<file path="src/hw/rtl/bdeh_pkg.sv">
// Shared types and constants for the button debouncer with press-edge holdoff.
// Used by the lane, the merge stage and the top level; depends on nothing.
package bdeh_pkg;

    localparam int BUTTONS_DEF   = 4;
    localparam int AGE_WIDTH_DEF = 12;

    localparam int PIN_W      = 4;
    localparam int DEBOUNCE_W = 10;
    localparam int HOLDOFF_W  = 12;
    localparam int CFG_DATA_W = 12;
    localparam int CFG_IDX_W  = 2;

    localparam logic [DEBOUNCE_W-1:0] DEBOUNCE_RESET = DEBOUNCE_W'(30);
    localparam logic [HOLDOFF_W-1:0]  HOLDOFF_RESET  = HOLDOFF_W'(200);

    typedef enum logic [CFG_IDX_W-1:0] {
        CFG_DEBOUNCE = 2'd0,
        CFG_HOLDOFF  = 2'd1
    } cfg_idx_t;

    // What one lane reports for the current tick.
    typedef struct packed {
        logic fire;
        logic stable;
    } lane_res_t;

endpackage

</file>
<file path="src/hw/rtl/bdeh_lane.sv">
// One button lane: raw level, change age, stable state and pulse holdoff age.
// Depends on bdeh_pkg.
module bdeh_lane import bdeh_pkg::*; #(
    parameter int AGE_WIDTH = AGE_WIDTH_DEF
) (
    input  logic                  aclk,
    input  logic                  aresetn,
    input  logic                  step,
    input  logic                  raw_pressed,
    input  logic [DEBOUNCE_W-1:0] debounce_ticks,
    input  logic [HOLDOFF_W-1:0]  holdoff_ticks,
    output lane_res_t             res
);

    localparam int CMP_W = (AGE_WIDTH > HOLDOFF_W) ? AGE_WIDTH : HOLDOFF_W;

    logic                 last_raw_reg, last_raw_next;
    logic [AGE_WIDTH-1:0] change_age_reg, change_age_next;
    logic                 stable_reg, stable_next;
    logic                 prev_stable_reg, prev_stable_next;
    logic [AGE_WIDTH-1:0] pulse_age_reg, pulse_age_next;
    logic [AGE_WIDTH-1:0] change_inc, pulse_inc;
    logic                 fire;

    always_comb begin
        change_inc = (change_age_reg == '1) ? change_age_reg : change_age_reg + 1'b1;
        pulse_inc  = (pulse_age_reg == '1) ? pulse_age_reg : pulse_age_reg + 1'b1;

        last_raw_next   = raw_pressed;
        change_age_next = (raw_pressed != last_raw_reg) ? '0 : change_inc;

        stable_next = stable_reg;
        if (CMP_W'(change_age_next) > CMP_W'(debounce_ticks)) begin
            stable_next = raw_pressed;
        end

        // A press fires only on a rising stable edge once the holdoff has run out.
        fire = stable_next && !prev_stable_reg &&
               (CMP_W'(pulse_inc) > CMP_W'(holdoff_ticks));
        pulse_age_next   = fire ? '0 : pulse_inc;
        prev_stable_next = stable_next;

        res.fire   = fire;
        res.stable = stable_next;
    end

    always_ff @(posedge aclk) begin
        if (!aresetn) begin
            last_raw_reg    <= 1'b0;
            change_age_reg  <= '0;
            stable_reg      <= 1'b0;
            prev_stable_reg <= 1'b0;
            pulse_age_reg   <= '0;
        end else if (step) begin
            last_raw_reg    <= last_raw_next;
            change_age_reg  <= change_age_next;
            stable_reg      <= stable_next;
            prev_stable_reg <= prev_stable_next;
            pulse_age_reg   <= pulse_age_next;
        end
    end

endmodule

</file>
<file path="src/hw/rtl/bdeh_merge.sv">
// Merge stage: packs the lane results into the output masks and holds the
// result word in the output register. Depends on bdeh_pkg.
module bdeh_merge import bdeh_pkg::*; #(
    parameter int BUTTONS = BUTTONS_DEF
) (
    input  logic             aclk,
    input  logic             aresetn,
    input  logic             load,
    input  lane_res_t        lanes [BUTTONS],
    input  logic             m_ready,
    output logic             m_valid,
    output logic [PIN_W-1:0] m_press_pulses,
    output logic [PIN_W-1:0] m_stable_pressed,
    output logic             can_load
);

    logic             valid_reg;
    logic [PIN_W-1:0] pulses_reg, pulses_next;
    logic [PIN_W-1:0] stable_reg, stable_next;

    // Lanes beyond the output width are dropped; missing lanes read as zero.
    always_comb begin
        pulses_next = '0;
        stable_next = '0;
        for (int j = 0; j < PIN_W; j++) begin
            if (j < BUTTONS) begin
                pulses_next[j] = lanes[j].fire;
                stable_next[j] = lanes[j].stable;
            end
        end
    end

    assign can_load = !valid_reg || m_ready;

    always_ff @(posedge aclk) begin
        if (!aresetn) begin
            valid_reg <= 1'b0;
        end else if (can_load) begin
            valid_reg <= load;
        end
    end

    always_ff @(posedge aclk) begin
        if (load) begin
            pulses_reg <= pulses_next;
            stable_reg <= stable_next;
        end
    end

    assign m_valid          = valid_reg;
    assign m_press_pulses   = pulses_reg;
    assign m_stable_pressed = stable_reg;

endmodule

</file>
<file path="src/hw/rtl/button_debounce_edge_holdoff.sv">
// Button debouncer with press-edge detection and per-button pulse holdoff.
// The result word appears in the cycle after its input word is accepted.
// Throughput: one word per cycle unless m_ready stalls; all button lanes update in
// the accept cycle, and the single output register refills in the cycle it is taken.
// Reset: synchronous, active low; restores register defaults and clears lane state.
// Instantiates bdeh_lane and bdeh_merge; depends on bdeh_pkg.
module button_debounce_edge_holdoff import bdeh_pkg::*; #(
    parameter int BUTTONS   = BUTTONS_DEF,
    parameter int AGE_WIDTH = AGE_WIDTH_DEF
) (
    input  logic                  aclk,
    input  logic                  aresetn,
    input  logic                  s_valid,
    output logic                  s_ready,
    input  logic [PIN_W-1:0]      s_pin_levels,
    output logic                  m_valid,
    input  logic                  m_ready,
    output logic [PIN_W-1:0]      m_press_pulses,
    output logic [PIN_W-1:0]      m_stable_pressed,
    input  logic                  cfg_valid,
    output logic                  cfg_ready,
    input  logic [CFG_IDX_W-1:0]  cfg_addr,
    input  logic [CFG_DATA_W-1:0] cfg_wdata
);

    logic [DEBOUNCE_W-1:0] debounce_reg;
    logic [HOLDOFF_W-1:0]  holdoff_reg;
    logic                  step;
    logic                  can_load;
    lane_res_t             lanes [BUTTONS];

    assign cfg_ready = 1'b1;
    assign s_ready   = can_load;
    assign step      = s_valid && can_load;

    always_ff @(posedge aclk) begin
        if (!aresetn) begin
            debounce_reg <= DEBOUNCE_RESET;
            holdoff_reg  <= HOLDOFF_RESET;
        end else if (cfg_valid) begin
            unique case (cfg_addr)
                CFG_DEBOUNCE: debounce_reg <= cfg_wdata[DEBOUNCE_W-1:0];
                CFG_HOLDOFF:  holdoff_reg  <= cfg_wdata[HOLDOFF_W-1:0];
                default: ;
            endcase
        end
    end

    for (genvar i = 0; i < BUTTONS; i++) begin : g_lane
        logic raw_pressed;
        // Pins are active low; buttons without a pin read as pressed.
        if (i < PIN_W) begin : g_pin
            assign raw_pressed = !s_pin_levels[i];
        end else begin : g_nopin
            assign raw_pressed = 1'b1;
        end

        bdeh_lane #(
            .AGE_WIDTH(AGE_WIDTH)
        ) u_lane (
            .aclk          (aclk),
            .aresetn       (aresetn),
            .step          (step),
            .raw_pressed   (raw_pressed),
            .debounce_ticks(debounce_reg),
            .holdoff_ticks (holdoff_reg),
            .res           (lanes[i])
        );
    end

    bdeh_merge #(
        .BUTTONS(BUTTONS)
    ) u_merge (
        .aclk            (aclk),
        .aresetn         (aresetn),
        .load            (step),
        .lanes           (lanes),
        .m_ready         (m_ready),
        .m_valid         (m_valid),
        .m_press_pulses  (m_press_pulses),
        .m_stable_pressed(m_stable_pressed),
        .can_load        (can_load)
    );

    // A press pulse always comes with that button's stable pressed state.
    assert property (@(posedge aclk) disable iff (!aresetn)
        m_valid |-> ((m_press_pulses & ~m_stable_pressed) == '0))
        else $error("press pulse without stable pressed state");

    // Every accepted word produces a result word in the next cycle.
    assert property (@(posedge aclk) disable iff (!aresetn)
        (s_valid && s_ready) |=> m_valid)
        else $error("accepted word produced no result");

    // Reset leaves the output register empty.
    assert property (@(posedge aclk)
        !aresetn |=> !m_valid)
        else $error("result word pending right after reset");

endmodule
</file>
<file path="config.mk">
export PLATFORM = sky130hd
export DESIGN_NAME = button_debounce_edge_holdoff
export DESIGN_NICKNAME = d
export VERILOG_FILES = /design/src/hw/rtl/bdeh_pkg.sv /design/src/hw/rtl/bdeh_lane.sv /design/src/hw/rtl/bdeh_merge.sv /design/src/hw/rtl/button_debounce_edge_holdoff.sv
export SDC_FILE = /design/constraint.sdc
export NUM_CORES = 1
export LEC_CHECK = 0
export BUFFER_PORTS_ARGS = -buffer_cell sky130_fd_sc_hd__buf_2
export CAP_MARGIN = 20
export CORE_AREA = 2 2 124 126
export CTS_BUF_LIST = sky130_fd_sc_hd__clkbuf_16
export DETAILED_ROUTE_END_ITERATION = 10
export DIE_AREA = 0 0 126 128
export PLACE_DENSITY = 0.77
export SYNTH_ARGS = -nofsm -noshare
export SYNTH_HDL_FRONTEND = slang
export SYNTH_SLANG_ARGS = --single-unit
</file>
<file path="constraint.sdc">
create_clock -name aclk -period 5 [get_ports aclk]
set_input_delay 0.25 -clock aclk [delete_from_list [all_inputs] [get_ports aclk]]
set_output_delay 0.25 -clock aclk [all_outputs]
set_load 0.05 [all_outputs]
</file>
After elaboration in Yosys (flattened, before gate mapping)
Cells that the tools add are included. Widths: inputs -> output; s select.

Flip-flop bits (word level): 135. Output and inout bits: 11. Logic and storage cells: 92.

Add/subtract/negate cells: 8. $lt $le $gt $ge: 8. Equality and inequality tests: 13. Multiplexer cells: 20. Reduce and logical (&&, ||, !) cells: 22.

Operator list (number): $mux 12 (16); $add 12x1->12 const B (8); $eq 12x12->1 const B (8); $gt 12x10->1 (4); $gt 12x12->1 (4); $logic_and 1x1->1 (9); $logic_not 1->1 (9); $mux 1 (4); $ne 1x1->1 (4); $reduce_and 2->1 (2); $eq 2x1->1 const B (1); $logic_not 2->1 (1); $logic_or 1x1->1 (1).

Logic depth before layout (Yosys ltp)
Gate-level depths: netlist of run 1.

Depth after elaboration: 8. Mapped depth: 17.

Hierarchy
Synthesis of run 1 repeated with hierarchy kept, for this count alone.

Cells, all modules: 1260. Area, all modules: 10119.7 µm².

By module, submodules not included: bdeh_lane at g_lane[0].u_lane ... (instances 3, cells an instance 287, area an instance 2224.6 µm², sequential area each 520.5 µm²); bdeh_lane at g_lane[3].u_lane (instances 1, cells an instance 287, area an instance 2223.4 µm², sequential area each 520.5 µm²); button_debounce_edge_holdoff (instances 1, cells an instance 100, area an instance 933.4 µm², sequential area each 440.4 µm²); bdeh_merge (instances 1, cells an instance 12, area an instance 289.0 µm², sequential area each 260.2 µm²).

Worst setup path before layout of run 1
Ideal clock, no wire load.

Path type: register to register. From: reg g_lane[0].u_lane.pulse_age_reg[0]. To: reg g_lane[0].u_lane.pulse_age_reg[9]. Library setup time: 0.074 ns. Arrival time: 3.435 ns. Slack: 1.491 ns. Cell stages (with the launch flop): 18. Path buffers: 2. Period minus slack after synthesis: 3.509 ns. Cell sequence: dfxtp_1 -> ha_1 -> inv_1 -> nor2_1 -> nand4_1 -> and3_1 -> and3_1 -> xor2_1 -> ha_1 -> o21ai_0 -> o221ai_1 -> a21o_1 -> a221oi_1 -> a311o_1 -> buf_6 -> buf_8 -> nand3_1 -> a31oi_1.

Cells in the longest elaborated chain, start to end: 5.

RTL lines: from (decl) (RTL line bdeh_lane.sv:21) `logic [AGE_WIDTH-1:0] pulse_age_reg, pulse_age_next;`; from (signal assigned) (RTL line bdeh_lane.sv:59) `pulse_age_reg <= pulse_age_next;`; $add 12x1->12 / $eq 12x12->1 (equally long branches) (RTL line bdeh_lane.sv:27) `pulse_inc = (pulse_age_reg == '1) ? pulse_age_reg : pulse_age_reg + 1'b1;`; $mux 12 * (RTL line bdeh_lane.sv:27); $gt 12x12->1 (RTL line bdeh_lane.sv:39) `(CMP_W'(pulse_inc) > CMP_W'(holdoff_ticks));`; $logic_and 1x1->1 (RTL line bdeh_lane.sv:38) `fire = stable_next && !prev_stable_reg &&`; $mux 12 * (RTL line bdeh_lane.sv:40) `pulse_age_next = fire ? '0 : pulse_inc;`.

Mark *: on every way between the ends. The rest lies on a longest branch, timed or not. A chain may end at the register's enable or synchronous reset.

Worst setup path after layout of run 1
From: reg g_lane[0].u_lane.pulse_age_reg[0]. To: reg g_lane[0].u_lane.pulse_age_reg[3].

The elaborated chain is that of the path after synthesis.

==> results of run 1 <==
power by group:
group	switching [mW]	internal, mW	leakage [nW]	total [mW]
clock	0.463	0.664	0.264	1.13
combinational	0.176	0.0830	2.51	0.259
sequential	0.0186	1.11	1.11	1.13
total	0.658	1.86	3.88	2.51
cell type report:
type / instances / area (µm²) / area share
Tap cell: 188 / 235 / 0.0238
Sequential cell: 135 / 2780 / 0.281
Clock inverter: 15 / 96.3 / 0.00975
Inverter: 49 / 184 / 0.0186
Timing Repair Buffer: 41 / 228 / 0.0230
Multi-Input combinational cell: 917 / 5930 / 0.600
Clock buffer: 17 / 425 / 0.0430
worst max-delay path: stages, from the launching register on:
cell and delay, ps:
dfxtp_1 430, ha_1 250, inv_1 70, nor2_1 250, nand4_1 410, and3_1 390, and3_1 220, xor2_1 150
ha_1 290, o21ai_0 170, o221ai_1 120, a21o_1 190, a221oi_1 280, a311o_1 620, nand3_1 180, a21boi_0 260
worst max-delay path by stage:
stage	endpoint	start	slack, ps	depth (start not counted)
2_1_floorplan	g_lane[0].u_lane.pulse_age_reg[9]	g_lane[0].u_lane.pulse_age_reg[0]	1490	17
3_3_place_gp	g_lane[0].u_lane.pulse_age_reg[5]	g_lane[0].u_lane.pulse_age_reg[0]	950	15
3_5_place_dp	g_lane[0].u_lane.pulse_age_reg[5]	g_lane[0].u_lane.pulse_age_reg[0]	750	15
4_1_cts	g_lane[0].u_lane.pulse_age_reg[3]	g_lane[0].u_lane.pulse_age_reg[0]	680	15
5_1_grt	g_lane[0].u_lane.pulse_age_reg[3]	g_lane[0].u_lane.pulse_age_reg[0]	300	15
6_report	g_lane[0].u_lane.pulse_age_reg[3]	g_lane[0].u_lane.pulse_age_reg[0]	640	15
kinds of logic after synthesis:
family | count (synthesis)
AO/OA/AOI/OAI | 260
adder cells (fa/ha/maj) | 96
XOR/XNOR | 65
other | 1
multiplexers | 14
buffers and inverters | 100
AND/OR/NAND/NOR | 481
flip-flops | 135
routing by layer:
layer | GRT usage | share of wire | wire length [µm]
met1 | 0.372 | 0.47 | 10300
met2 | 0.461 | 0.47 | 10200
met3 | 0.0538 | 0.046 | 1000
met4 | 0.0860 | 0.020 | 445
met5 | 0 | 0 | 0
layout by cell type (no fill, tap or decap), types with 28 or more instances in the layout:
cell and count:
o21ai_0 28, nor2_1 96, nand3_1 50, xnor2_1 37, xor2_1 28, buf_2 32, inv_1 50, ha_1 96
nand2_1 185, a21oi_1 97, nand4_1 38, dfxtp_1 127
stage by stage:
step	area (µm²)	setup WS, ps
floorplan	9130	1490
global placement	9360	948
detailed placement	9360	746
CTS	9890	681
global route	9890	302
finish	9890	642
==> results.toml, run 1 <==
[outcome]
status = "completed"

[timing]
finalHoldViolCount = 0
fmax_ghz = 0.229
post-route-min-period_ps = 4360
setup_viol = 0
period_share = 0.872
final.setup.tns_ps = 0
holdWs_ps = 68.1
rsz0062_at_grt = "false"
slew_viol_final = 0
worst_slew_pin_slew_ps = 1050
skew_ps = 7.84
slew_headroom = 0.298

[cells_and_area]
fin_nets = 1280
drive_above_1_share = 0.0801
antenna_cells = 0
instances_no_fill = 1362
fin_util = 0.665
area_growth_pct = 8.26
fillers = 1261

[drt]
antenna_left = 0
wl_per_cell_um = 16.1
via_per_inst = 6.04
dr_total_vias = 8224
first_pass_iters = 5
drt_iter0_markers = 634
drt-total-wl_mm = 21.9
drc = 0

[critical_path]
path_max_fanout = 17
worstPathRequired_ps = 5330
cp_data_arrival_time_ps = 4690
worstSetupEndpointType = "register"
reg2reg_to = "g_lane[0].u_lane.pulse_age_reg[3]"
path_class = "register to register"
r2r_start = "g_lane[0].u_lane.pulse_age_reg[0]"
crit_path_start_kind = "register"
rr_worst_depth = 15
ff2ff_setup_slack_ps = 640

[yosys]
synthAdderAreaFrac = 0.132
synth_top_family_by_area = "simple AND/OR/NAND/NOR gates"
synthCells = 1152
synth_cell_types = 78
yosys.area_share.simple = 0.252
synth_top_area_share = 0.278
yosys_warnings = 0
synth_flop_cell = "dfxtp_1"
yosysSeqAreaShare = 0.305
synth_area_leaders = "dfxtp_1 (28%), ha_1 (13%), nand2_1 (7.6%)"
synth-xor-area-share = 0.0623
synth_top_cell_by_area = "dfxtp_1"
avgSynthCellArea_um2 = 7.93
syn_area_mm2 = 0.00913
synth.ff_latch_count = 135
synth_edf_count = 8
yosys-mux-area-fraction = 0.0160
synth.net_count = 1271
synthArstFlopShare = 0
synth_commonest_cells = "nand2_1 (186), dfxtp_1 (127), a21oi_1 (97)"
synth_compound_area_frac = 0.188
synth.most_common_cell = "nand2_1"

[clock_tree]
hold_buffers = 0
post_cts_resized = 0
insertion_delay_ps = 420
cts_tree = "done"
clock-root-buffer = "clkbuf_16"
cts_made_buffers = 17
max-clock-path-buffers = 2
cts.htree.levels = 4
cts_setup_buffers = 0
clk_pin_slew_worst_paths_ps = 60
cts_sinks = 135

[floorplanning]
io_pins = 34
die_w_um = 126
die-area_mm2 = 0.0161
coreArea_mm2 = 0.0149
start_util = 0.614
die_h_um = 128
std_cell_rows = 45

[grt]
grt_start_max_net_pins = 81
grt_overflow = 0
antenna_found_initial = 0
grt_pass1_vias = 7515
grt_pass1_wl_mm = 36.8
grt.total_usage = 0.279

[run]
maxCapViolations = 0

[min_path]
hold_class = "input port to register"
hp-start = "cfg_wdata[11]"
min_path_cells = 3
holdPathEnd = "holdoff_reg[11]"

[place]
dp_cells = 1330
gp_congestion = 0.904
port_buffers = 32
dp_hpwl_mm = 15.2

[pwr]
pwr_density_cell_mw_per_mm2 = 254
vdd_drop_max_mv = 0.242
leakage_nw = 3.88
power.total_mw = 2.51
Note: power is estimated with default switching activity, not from simulation.
==> inputs of run 2 (changes only) <==
--- a/config.mk
+++ b/config.mk
@@ -5,13 +5,14 @@
 export SDC_FILE = /design/constraint.sdc
 export NUM_CORES = 1
 export LEC_CHECK = 0
+export ABC_AREA = 1
 export BUFFER_PORTS_ARGS = -buffer_cell sky130_fd_sc_hd__buf_2
 export CAP_MARGIN = 20
-export CORE_AREA = 2 2 124 126
+export CORE_AREA = 2 2 127 129
 export CTS_BUF_LIST = sky130_fd_sc_hd__clkbuf_16
 export DETAILED_ROUTE_END_ITERATION = 10
-export DIE_AREA = 0 0 126 128
-export PLACE_DENSITY = 0.77
+export DIE_AREA = 0 0 129 131
+export PLACE_DENSITY = 0.78
 export SYNTH_ARGS = -nofsm -noshare
 export SYNTH_HDL_FRONTEND = slang
 export SYNTH_SLANG_ARGS = --single-unit
==> run 2 against run 1 <==
Compared with the run above: power increased by 9.9%; via count increased by 13%; count of clock-buffer cells in the layout unchanged; maximum frequency increased by 27%; die area increased by 4.8%; first-iteration DRC count decreased by 15%; cell count increased by 27%; synthesized area increased by 7.0%; combinational power increased by 68%; sequential cell count unchanged; clock power about the same.
==> results.toml, run 2 <==
[yosys]
syn_area_mm2 = 0.00977
synth_top_cell_by_area = "dfxtp_1"
synth.ff_latch_count = 135
synth.net_count = 1610
yosys_warnings = 0
synth_commonest_cells = "nand2_1 (362), inv_1 (196), a21oi_1 (172)"
synth_flop_cell = "dfxtp_1"
synth_edf_count = 8
synth_top_area_share = 0.260
synthArstFlopShare = 0
synth_area_leaders = "dfxtp_1 (26%), nand2_1 (14%), ha_1 (12%)"
synthCells = 1491
avgSynthCellArea_um2 = 6.55
yosysSeqAreaShare = 0.285
synth_cell_types = 39
synth.most_common_cell = "nand2_1"

[drt]
drt_iter0_markers = 542
wl_per_cell_um = 13.5
antenna_left = 0
drc = 0
first_pass_iters = 6
via_per_inst = 5.39
drt-total-wl_mm = 23.3
dr_total_vias = 9288

[floorplanning]
die_w_um = 129
io_pins = 34
start_util = 0.626
die-area_mm2 = 0.0169
coreArea_mm2 = 0.0156
std_cell_rows = 46
die_h_um = 131

[cells_and_area]
multi_input_area_mm2 = 0.00601
antenna_cells = 0
register_area_mm2 = 0.00278
drive_above_1_share = 0.0650
layout_commonest_cell = "nand2_1"
layout_common_cells = "nand2_1 (361), inv_1 (195), a21oi_1 (172), nor2_1 (160), dfxtp_1 (127)"
area_growth_pct = 7.71
fillers = 1409
fin_nets = 1613
fin_util = 0.675

[critical_path]
path_class = "register to register"
cp_data_arrival_time_ps = 3700
path_max_fanout = 13
worstSetupEndpointType = "register"
crit_path_start_kind = "register"
r2r_start = "g_lane[1].u_lane.pulse_age_reg[0]"
worstPathRequired_ps = 5270
crit_start = "g_lane[1].u_lane.pulse_age_reg[0]"

[clock_tree]
cts_sinks = 135
hold_buffers = 0
clk_pin_slew_worst_paths_ps = 60
cts_setup_buffers = 0
insertion_delay_ps = 430
cts_tree = "done"
cts.htree.levels = 4
post_cts_resized = 0
max-clock-path-buffers = 2
clock-root-buffer = "clkbuf_16"
cts_made_buffers = 17

[grt]
grt.total_usage = 0.284
grt_overflow = 0
antenna_found_initial = 0
grt_pass1_vias = 8216
grt_start_max_net_pins = 86
grt_pass1_wl_mm = 38.5

[place]
dp_hpwl_mm = 16.6
port_buffers = 32
gp_congestion = 0.898

[timing]
fmax_ghz = 0.292
worst_slew_pin_slew_ps = 887
slew_viol_final = 0
period_share = 0.685
skew_ps = 8.48
post-route-min-period_ps = 3420
rsz0062_at_grt = "false"
final.setup.tns_ps = 0
finalHoldViolCount = 0
setup_viol = 0
slew_headroom = 0.407

[min_path]
hold_class = "input port to register"
hp-start = "s_pin_levels[1]"

[outcome]
status = "completed"

[pwr]
vdd_drop_max_mv = 0.277
leakage_nw = 5.06
pwr_density_cell_mw_per_mm2 = 263

[run]
maxCapViolations = 0
run 2: critical path: stages, from the launching register on:
cell and delay, ps:
dfxtp_1 390, ha_1 220, nand2_1 70, nor2_1 130, nand4_1 150, nor2_1 280
nand2_1 230, o21ai_0 260, inv_1 90, ha_1 270, inv_1 50, nor2_1 80
o21bai_1 70, a21oi_1 130, nor2_1 60, nor2_1 190, nand4_2 370, nand2_1 150
a21oi_1 80
run 2: report_power, final:
group / switching (mW) / internal [mW]
sequential: 0.0462 / 1.14
combinational: 0.296 / 0.139
clock: 0.506 / 0.633
run 2: metrics by stage:
stage | instance area, µm² | hold slack, ps | power, mW | cells | setup slack (ps)
after detailed placement | 9990 | 456 | 1.64 | 1691 | 1630
after global placement | 9990 | 454 | 1.63 | 1691 | 1670
after global routing | 10500 | 29.8 | 2.89 | 1723 | 1250
final | 10500 | 30.5 | 2.76 | 1723 | 1580
after floorplan | 9770 | 340 | 1.53 | 1491 | 2250
after CTS | 10500 | 22.6 | 2.77 | 1723 | 1610
run 2: area by class of cell:
cell class,instances,area share
Clock buffer,17,0.0404
Clock inverter,15,0.00987
Inverter,198,0.0706
Multi-Input combinational cell,1106,0.571
Sequential cell,135,0.264
Tap cell,216,0.0257
Timing Repair Buffer,36,0.0181
run 2: cells by family (layout without fill, tap and decap cells):
group / count (synthesis) / count (layout) / synth area share
simple gates: 646 / 646 / 0.275
compound gates: 320 / 320 / 0.178
xor+xnor: 43 / 43 / 0.0385
buf+inv: 250 / 266 / 0.101
other cells: 1 / 1 / 0.000384
fa+ha+maj: 96 / 96 / 0.123
flops: 135 / 135 / 0.285
run 2: worst paths after layout:
kind	to	slack, ps	depth (start not counted)
max	g_lane[1].u_lane.pulse_age_reg[4]	1580	18
min	g_lane[1].u_lane.last_raw_reg	30	2
max reg2reg	g_lane[1].u_lane.pulse_age_reg[4]	1580	18
min reg2reg	g_lane[2].u_lane.pulse_age_reg[11]	470	2
run 2: layer usage:
layer	track usage	vias to the layer above	routed length [µm]
met5	0	-	0
met4	0.0921	0	450
met3	0.0476	32	963
met2	0.477	179	10700
met1	0.374	4219	11200
li1	-	4858	-
==> inputs of run 3 (changes only) <==
--- a/config.mk
+++ b/config.mk
@@ -5,14 +5,14 @@
 export SDC_FILE = /design/constraint.sdc
 export NUM_CORES = 1
 export LEC_CHECK = 0
-export ABC_AREA = 1
+export ABC_AREA = 0
 export BUFFER_PORTS_ARGS = -buffer_cell sky130_fd_sc_hd__buf_2
 export CAP_MARGIN = 20
-export CORE_AREA = 2 2 127 129
+export CORE_AREA = 2 2 124 126
 export CTS_BUF_LIST = sky130_fd_sc_hd__clkbuf_16
 export DETAILED_ROUTE_END_ITERATION = 10
-export DIE_AREA = 0 0 129 131
-export PLACE_DENSITY = 0.78
+export DIE_AREA = 0 0 126 128
+export PLACE_DENSITY = 0.77
 export SYNTH_ARGS = -nofsm -noshare
 export SYNTH_HDL_FRONTEND = slang
 export SYNTH_SLANG_ARGS = --single-unit
==> constraint.sdc (replaced) <==
create_clock -name aclk -period 3.4 [get_ports aclk]
set_input_delay 0.17 -clock aclk [delete_from_list [all_inputs] [get_ports aclk]]
set_output_delay 0.17 -clock aclk [all_outputs]
set_load 0.05 [all_outputs]
==> run 3 against run 2 <==
Compared with the run above: sequential cell count unchanged; count of clock-buffer cells in the layout rose by 3; die area down 4.6%; cell count shrank 15%; the run now ends with negative setup slack left; critical path type unchanged.
==> results.toml, run 3 (same netlist as run 1, synthesis figures left out) <==
[outcome]
status = "complete, but fails checks"
violations = "negative setup slack"

[drt]
drt-total-wl_mm = 25.1
wl_per_cell_um = 17.2
dr_total_vias = 8957
drc = 0
drt_iter0_markers = 584
first_pass_iters = 6
antenna_left = 0
via_per_inst = 6.15

[cells_and_area]
layout_common_cells = "nand2_1 (183), dfxtp_1 (108), a21oi_1 (94), buf_4 (91), nor2_1 (90)"
instances_no_fill = 1457
antenna_cells = 0
drive_above_1_share = 0.211
area_growth_pct = 22.1
fin_nets = 1375
layout_commonest_cell = "nand2_1"

[place]
dp_cells = 1397
dp_hpwl_mm = 16.4
port_buffers = 32
gp_congestion = 0.885

[pwr]
power.total_mw = 3.94
leakage_nw = 4.49
comb_power_share = 0.111
internal-power_mw = 2.90
p_switching_mw = 1.03
power_frac_clock = 0.469
pwr_density_cell_mw_per_mm2 = 353
switching_share = 0.262
vdd_drop_max_mv = 0.394
p_seq_frac = 0.420

[critical_path]
ff2ff_setup_slack_ps = -110
slowest_stage = "or3_4"
cp_data_arrival_time_ps = 3830
slowest_delay_ps = 450
cp_cell_sequence = "nand4_1 > or3_4 > buf_6 > nand4_1 > xor2_1 > nor2_1 > ha_1 > nand4_1 > nor2b_2 > a211o_1 > a211oi_4 > buf_4 > nor4_2 > a221o_1"
path_common_cell = "nand4_1"
path_max_fanout = 8
crit_path_start_kind = "register"
worstSetupEndpointType = "register"
path_class = "register to register"
worstPathRequired_ps = 3720

[clock_tree]
cts_sinks = 135
cts_tree = "done"
cts_made_buffers = 17
cts.htree.levels = 4
clk_pin_slew_worst_paths_ps = 60
clock-root-buffer = "clkbuf_16"
max-clock-path-buffers = 2
insertion_delay_ps = 430

[timing]
rsz0062_at_grt = "true"
skew_ps = 8.50
slew_viol_final = 0
slew_headroom = 0.345
worst_slew_pin_slew_ps = 983
setup_slack_ps = -113
post-route-min-period_ps = 3510
finalHoldViolCount = 0
fmax_ghz = 0.285
period_share = 1.03
setup_viol = 5
holdWs_ps = 8.91

[floorplanning]
std_cell_rows = 45
coreArea_mm2 = 0.0149
die_w_um = 126
die_h_um = 128
start_util = 0.614
io_pins = 34
die-area_mm2 = 0.0161

[grt]
grt_pass1_wl_mm = 38.7
grt_pass1_vias = 8209
grt.total_usage = 0.294
grt_overflow = 0
antenna_found_initial = 0
grt_start_max_net_pins = 81

[min_path]
hold_class = "input port to register"

[run]
maxCapViolations = 0
==> run 3: cell count changes in the layout (fill, tap and decap cells not counted), moves of 70 or more <==
| cell | change |
|---|---|
| nand2_1 | -178 |
| inv_1 | -148 |
| buf_4 | +87 |
| a21oi_1 | -78 |
| o21ai_0 | -73 |
| nor2_1 | -70 |
==> run 3: what timing repair did <==
action	in CTS	in global routing
pin swaps	5	55
resized for setup	11	93
endpoints found under the setup margin	19	56
gates cloned	1	2
buffers inserted	2	14
endpoints found under the hold margin	10	1
hold buffers	8	1
==> run 3: power groups by stage <==
stage | logic [mW] | clock network, mW | registers [mW]
CTS | 0.416 | 1.86 | 1.65
finish | 0.436 | 1.85 | 1.65
global route | 0.477 | 1.93 | 1.66
detailed placement | 0.402 | 0 | 1.68
floorplan | 0.253 | 0 | 1.70
global placement | 0.391 | 0 | 1.68
==> run 3: worst paths after layout <==
path / startpoint / to / cells after the start
hold / removal: cfg_wdata[9] / holdoff_reg[9] / 3
setup / recovery: g_lane[3].u_lane.change_age_reg[8] / g_lane[3].u_lane.pulse_age_reg[5] / 14
hold reg to reg: holdoff_reg[9] / holdoff_reg[9] / 2
setup reg to reg: g_lane[3].u_lane.change_age_reg[8] / g_lane[3].u_lane.pulse_age_reg[5] / 14
==> run 3: through the flow <==
| step | setup TNS [ps] | util | setup WS [ps] | cell area [µm²] |
|---|---|---|---|---|
| floorplan | -32.9 | - | -32.9 | 9170 |
| global placement | 0 | 0.667 | 89.8 | 9920 |
| detailed placement | -710 | 0.667 | -71.1 | 9920 |
| CTS | -5.17 | 0.717 | -5.17 | 10700 |
| global route | -3540 | 0.750 | -305 | 11100 |
| finish | -180 | 0.750 | -113 | 11100 |
==> run 3: layer usage <==
layer	global-route usage	part of all wire	wire [µm]
met5	0	0	0
met4	0.133	0.036	913
met2	0.500	0.48	12100
met1	0.362	0.43	10800
met3	0.0584	0.049	1230
==> run 3: worst max-delay path: cells and delay by family (launching register included) <==
family	cells	cell delay, ps
XOR/XNOR	1	180
buffers and inverters	2	350
AND/OR/NAND/NOR	7	1180
flip-flops	1	350
AO/OA/AOI/OAI	3	1020
adder cells (fa/ha/maj)	1	320
==> run 3: final cells by class <==
class | count | area [µm²]
multi-input combinational | 917 | 6320
timing repair buffer | 136 | 1000
clock buffer | 20 | 500
sequential | 135 | 2810
tap | 188 | 235
inverter | 49 | 184
fill | 1124 | 3720
clock inverter | 12 | 95.1
